--- src/rtl/core/pve3d_pkg.sv ---
// Shared types and constants for the 3D position/velocity estimator.
package pve3d_pkg;
	localparam int POS_BITS   = 24;
	localparam int STAMP_BITS = 48;
	localparam int DIFF_BITS  = POS_BITS + 1;
	localparam int NUM_BITS   = DIFF_BITS + 10;
	localparam int SUM_BITS   = 66;
	localparam int ROOT_BITS  = SUM_BITS / 2;
	localparam int CNT_BITS   = 7;
	localparam logic [9:0] SEC_MS = 10'd1000;

	typedef enum logic [3:0] {
		ST_IDLE, ST_DIFF, ST_SQ, ST_ROOT1, ST_DIV, ST_VSQ, ST_ROOT2, ST_DONE
	} state_t;

	typedef struct packed {
		logic start;
		logic [SUM_BITS-1:0] radicand;
	} sqrt_req_t;

	typedef struct packed {
		logic done;
		logic [ROOT_BITS-1:0] root;
	} sqrt_rsp_t;
endpackage

--- src/rtl/core/pve3d_sqrt.sv ---
// Iterative rounded integer square root, one result bit per cycle.
module pve3d_sqrt (
	input  logic                clk,
	input  logic                arst_n,
	input  pve3d_pkg::sqrt_req_t req,
	output pve3d_pkg::sqrt_rsp_t rsp
);
	import pve3d_pkg::*;

	logic [SUM_BITS-1:0]  s_q;
	logic [SUM_BITS+1:0]  rem_q;
	logic [ROOT_BITS-1:0] root_q;
	logic [5:0]           cnt_q;
	logic                 busy_q, round_q, done_q;
	logic [SUM_BITS+1:0]  rem_sh, trial;
	logic [SUM_BITS-1:0]  s_sh;

	always_comb begin
		rem_sh = {rem_q[SUM_BITS-1:0], s_q[SUM_BITS-1 -: 2]};
		s_sh   = {s_q[SUM_BITS-3:0], 2'b00};
		trial  = {{(SUM_BITS-ROOT_BITS){1'b0}}, root_q, 2'b01};
	end

	always_ff @(posedge clk or negedge arst_n) begin
		if (!arst_n) begin
			busy_q  <= 1'b0;
			round_q <= 1'b0;
			done_q  <= 1'b0;
			cnt_q   <= '0;
		end else begin
			done_q <= 1'b0;
			if (req.start) begin
				busy_q  <= 1'b1;
				round_q <= 1'b0;
				s_q     <= req.radicand;
				rem_q   <= '0;
				root_q  <= '0;
				cnt_q   <= 6'(ROOT_BITS - 1);
			end else if (busy_q) begin
				s_q <= s_sh;
				if (rem_sh >= trial) begin
					rem_q  <= rem_sh - trial;
					root_q <= {root_q[ROOT_BITS-2:0], 1'b1};
				end else begin
					rem_q  <= rem_sh;
					root_q <= {root_q[ROOT_BITS-2:0], 1'b0};
				end
				if (cnt_q == '0) begin
					busy_q  <= 1'b0;
					round_q <= 1'b1;
				end
				cnt_q <= cnt_q - 6'd1;
			end else if (round_q) begin
				// round to nearest: remainder above root adds one
				if (rem_q > (SUM_BITS+2)'(root_q)) root_q <= root_q + ROOT_BITS'(1);
				round_q <= 1'b0;
				done_q  <= 1'b1;
			end
		end
	end

	always_comb begin
		rsp.done = done_q;
		rsp.root = root_q;
	end
endmodule

--- config.mk ---
export PLATFORM = sky130hd
export DESIGN_NAME = pve3d_sqrt
export DESIGN_NICKNAME = d
export VERILOG_FILES = /design/src/rtl/core/pve3d_pkg.sv /design/src/rtl/core/pve3d_sqrt.sv
export SDC_FILE = /design/constraint.sdc
export NUM_CORES = 1
export LEC_CHECK = 0
export BUFFER_PORTS_ARGS = -buffer_cell sky130_fd_sc_hd__buf_2
export CORE_AREA = 2 2 177 179
export CTS_CLUSTER_DIAMETER = 80
export DETAILED_ROUTE_END_ITERATION = 16
export DIE_AREA = 0 0 179 181
export MAX_ROUTING_LAYER = met4
export RECOVER_POWER = 25
export SLEW_MARGIN = 25
export SYNTH_ARGS = -nofsm -noshare
export SYNTH_HDL_FRONTEND = slang
export SYNTH_SLANG_ARGS = --single-unit
--- constraint.sdc ---
create_clock -name clk -period 10.39 [get_ports clk]
set_input_delay 1.5585 -clock clk [delete_from_list [all_inputs] [get_ports clk]]
set_output_delay 1.5585 -clock clk [all_outputs]
set_load 0.01 [all_outputs]
==> results by group <==
Timing
  • Hold Fails Final Rpt: 0
  • Clock Skews: 0.0181 ns
  • Max-slew violations: 52
  • RSZ-0062 raised after global routing: no
  • Final worst-path cycle share: 47.3%
  • Achievable Freq: 0.203 GHz
  • Final setup violation count: 0
  • Final TNS setup: 0 ns
  • Slew of the pin with the lowest slew margin: 3.19 ns
  • Max-slew headroom at the worst pin: -113%
  • Period minus WS final: 4.92 ns

Worst setup path
  • CP Class: primary input to register
  • CP bufs+invs: 2
  • Critical-path cell list: clkbuf_1 -> nor2b_4 -> buf_4
  • CP arrival: 4.98 ns
  • Crit end category: register
  • Worst-path fanout max: 66
  • Critical path required time: 10.46 ns
  • CP delay by family, top: buffers and inverters
  • Worst stage delay on the critical path: 2.21 ns
  • CP startpoint kind: primary input
  • Crit-path slowest cell: clkbuf_1

Clocking
  • Clock latency on the worst-skew pair: between 0.4 and 0.5 ns
  • Total clock sinks: 176
  • CTS Buf Count: 17
  • PostCTS Resize Cnt: 0
  • Clock root cell: clkbuf_16
  • H-tree level count: 4
  • # Post-CTS Setup Buffers: 0
  • Worst-path clk slew: 0.08 ns
  • CTS tree: built
  • Clk buf depth: 2
  • Hold-fix buffers, CTS: 0

Detailed routing
  • DR vias: 10500
  • TritonRoute pass-1 iters: 5
  • Final wirelength: 36.5 mm
  • Avg WL per Cell: 21.0 µm
  • DRC: 0
  • Initial DRC count: 809
  • Via density: 6.05
  • Routed Antenna Nets: 0

Power
  • VDD IR max: 0.123 mV
  • PD cells: 198 mW/mm²
  • Cell leakage power: 0.00498 µW
  • Total power: 2680 µW

Cells and area
  • Layout area overhead: 12.2%
  • Share of cells above drive strength 1: 17.8%
  • Finished Core Util: 44.7%
  • Final #Nets: between 1000 and 1500

Die
  • Core footprint: 0.0303 mm²
  • Die area: 0.0324 mm²
  • Die span in x: approximately 180 µm
  • FP Rows: 64
  • Die Y: 181 µm
  • Io pins: 103
  • Initial Util: 39.9%

Synth
  • Post-synth top area share: between 40% and 50%
  • Area contributors post-synth: edfxtp_1 (41%), mux2_2 (6.0%), ha_1 (4.0%), nand2_1 (3.9%), nor2_1 (3.7%)
  • Synth Area in XOR/XNOR: 2.75%
  • Synth Register Bits: about 180
  • Syn nets: 1376
  • Synth Area in Simple Gates: about a fifth
  • Avg Synthesized Cell Area: 9.54 µm²
  • Adder-cell area share of the yosys netlist: 4.03%
  • Post-Syn Instances: 1268
  • Post-Syn Area: 0.0121 mm²
  • Post-synthesis mux area share: under 10%
  • Ys flop type: edfxtp_1
  • Async S/R FF share, synth: 5.11%
  • Post-synth top area cell: edfxtp_1
  • Distinct cells, synth: a little over 70
  • Synth Area in Compound Gates: 19.1%
  • Largest family of logic cells by synthesized area: simple AND/OR/NAND/NOR gates
  • Post-synthesis sequential area ratio: 43.3%
  • Post-synth EDFFs: 167
  • Yosys Warn Count: 0

Place
  • Buffers added on ports: between 100 and 150
  • Gpl congestion: 0.939
  • Post-DP HPWL: 25.0 mm

Global routing
  • First-pass GRT wire length: 57.8 mm
  • Largest net degree at the start of global routing: 98
  • Antenna violations before repair: 3
  • Vias in the first global route: 10400
  • GRT overflow: 0
  • Total track usage: between 20% and 30%

Run
  • Max-cap viol count: 1

Run status
  • Violations in the final reports: max-capacitance violations, max-slew violations
  • Run status: finished with violations

Worst hold path
  • Hold WC Path Type: register to register
-- layout make-up --
class,count,area [µm²]
fillers,2921,16800
clock inverters,15,219
multi-input cells,967,6390
inverters,51,191
diodes,3,7.51
flip-flops and latches,176,5240
clock buffers,17,425
well taps,396,495
repair buffers,113,598
-- through the flow --
stage | cells | hold WS [ns] | setup slack [ns] | cell area, µm²
5_1_grt | 1738 | 0.544 | 5.19 | 13600
6_report | 1738 | 0.527 | 5.47 | 13600
3_3_place_gp | 1703 | 0.511 | 5.67 | 12900
3_5_place_dp | 1703 | 0.507 | 5.68 | 12900
2_1_floorplan | 1268 | 0.484 | 5.08 | 12100
4_1_cts | 1735 | 0.531 | 6.10 | 13600
-- cells by family after synthesis --
kind of cell | count (synthesis)
compound gates | 334
mux | 69
buf+inv | 125
fa+ha+maj | 39
xor+xnor | 38
simple gates | 487
flops | 176
-- cell usage in the layout (no fill, tap or decap), types with 5 or more instances in the layout --
| cell type | instances |
|---|---|
| nand3_1 | 39 |
| nand4_1 | 25 |
| dfrtp_1 | 8 |
| nor3_1 | 30 |
| mux2i_1 | 5 |
| nand2b_1 | 6 |
| and3_1 | 12 |
| a21o_1 | 21 |
| nand2_1 | 124 |
| xor2_1 | 10 |
| a311oi_1 | 50 |
| a31o_2 | 5 |
| edfxtp_1 | 167 |
| o21a_1 | 9 |
| a21boi_0 | 7 |
| o31ai_1 | 12 |
| mux2_2 | 64 |
| o21bai_1 | 6 |
| inv_12 | 5 |
| inv_1 | 51 |
| or3_1 | 27 |
| xnor2_1 | 28 |
| a31oi_1 | 8 |
| a21oi_1 | 74 |
| clkinv_8 | 6 |
| a211o_1 | 11 |
| a211oi_1 | 14 |
| ha_1 | 39 |
| nor2_1 | 117 |
| or4_1 | 18 |
| o211ai_1 | 18 |
| clkbuf_16 | 17 |
| buf_2 | 100 |
| and4_1 | 5 |
| o21ai_0 | 58 |
| nor4_1 | 36 |
| buf_4 | 11 |
| or2_2 | 9 |
| and2_1 | 13 |
-- routing by layer --
layer | part of all wire [%] | wire length [µm] | GRT usage (%) | vias to the layer above
li1 | - | - | - | 4997
met1 | 46 | 16800 | 31.5 | 5093
met2 | 45 | 16500 | 35.4 | 359
met3 | 6.3 | 2300 | 4.92 | 69
met4 | 2.6 | 942 | 7.58 | 0
met5 | 0 | 0 | - | -
-- cell usage after synthesis (all sizes together), types with 7 or more instances --
library cell / count
a211oi: 14
o21ai: 61
a21boi: 7
nand3: 39
a31oi: 8
and3: 12
nand4: 26
a211o: 11
buf: 17
xnor2: 28
nor4: 37
o21a: 9
clkbuf: 57
or2: 10
nand2: 125
o211ai: 18
nor3: 30
mux2: 64
or4: 19
edfxtp: 167
inv: 51
nor2: 118
dfrtp: 9
xor2: 10
ha: 39
and2: 14
a21oi: 74
o31ai: 13
a21o: 21
a311oi: 50
or3: 29
-- flip-flops by register name (all words and copies together), names as in the netlist --
name	count
rem_q	68
done_q	1
busy_q	1
round_q	1
s_q	66
cnt_q	6
root_q	33
-- where the power goes --
group	switching [µW]	leakage (µW)	total, µW	internal, µW
clock	365	0.000308	704	339
combinational	568	0.00289	940	372
sequential	114	0.00179	1040	923
-- tightest hold or removal path, cell delays in order, from the launching register on --
cell	delay [ns]
dfrtp_1	0.37
xor2_1	0.07
nand2_1	0.06
-- worst paths after layout --
check	startpoint	endpoint	slack, ns	cells after the start
setup / recovery	arst_n	s_q[8]	5.47	3
max in group asynchronous	arst_n	busy_q	5.98	2
hold reg to reg	cnt_q[5]	cnt_q[5]	0.53	2
min in group asynchronous	arst_n	cnt_q[1]	3.80	2
hold / removal	cnt_q[5]	cnt_q[5]	0.53	2
setup reg to reg	rem_q[58]	root_q[5]	6.06	9
Note: power is estimated with default switching activity, not from simulation.
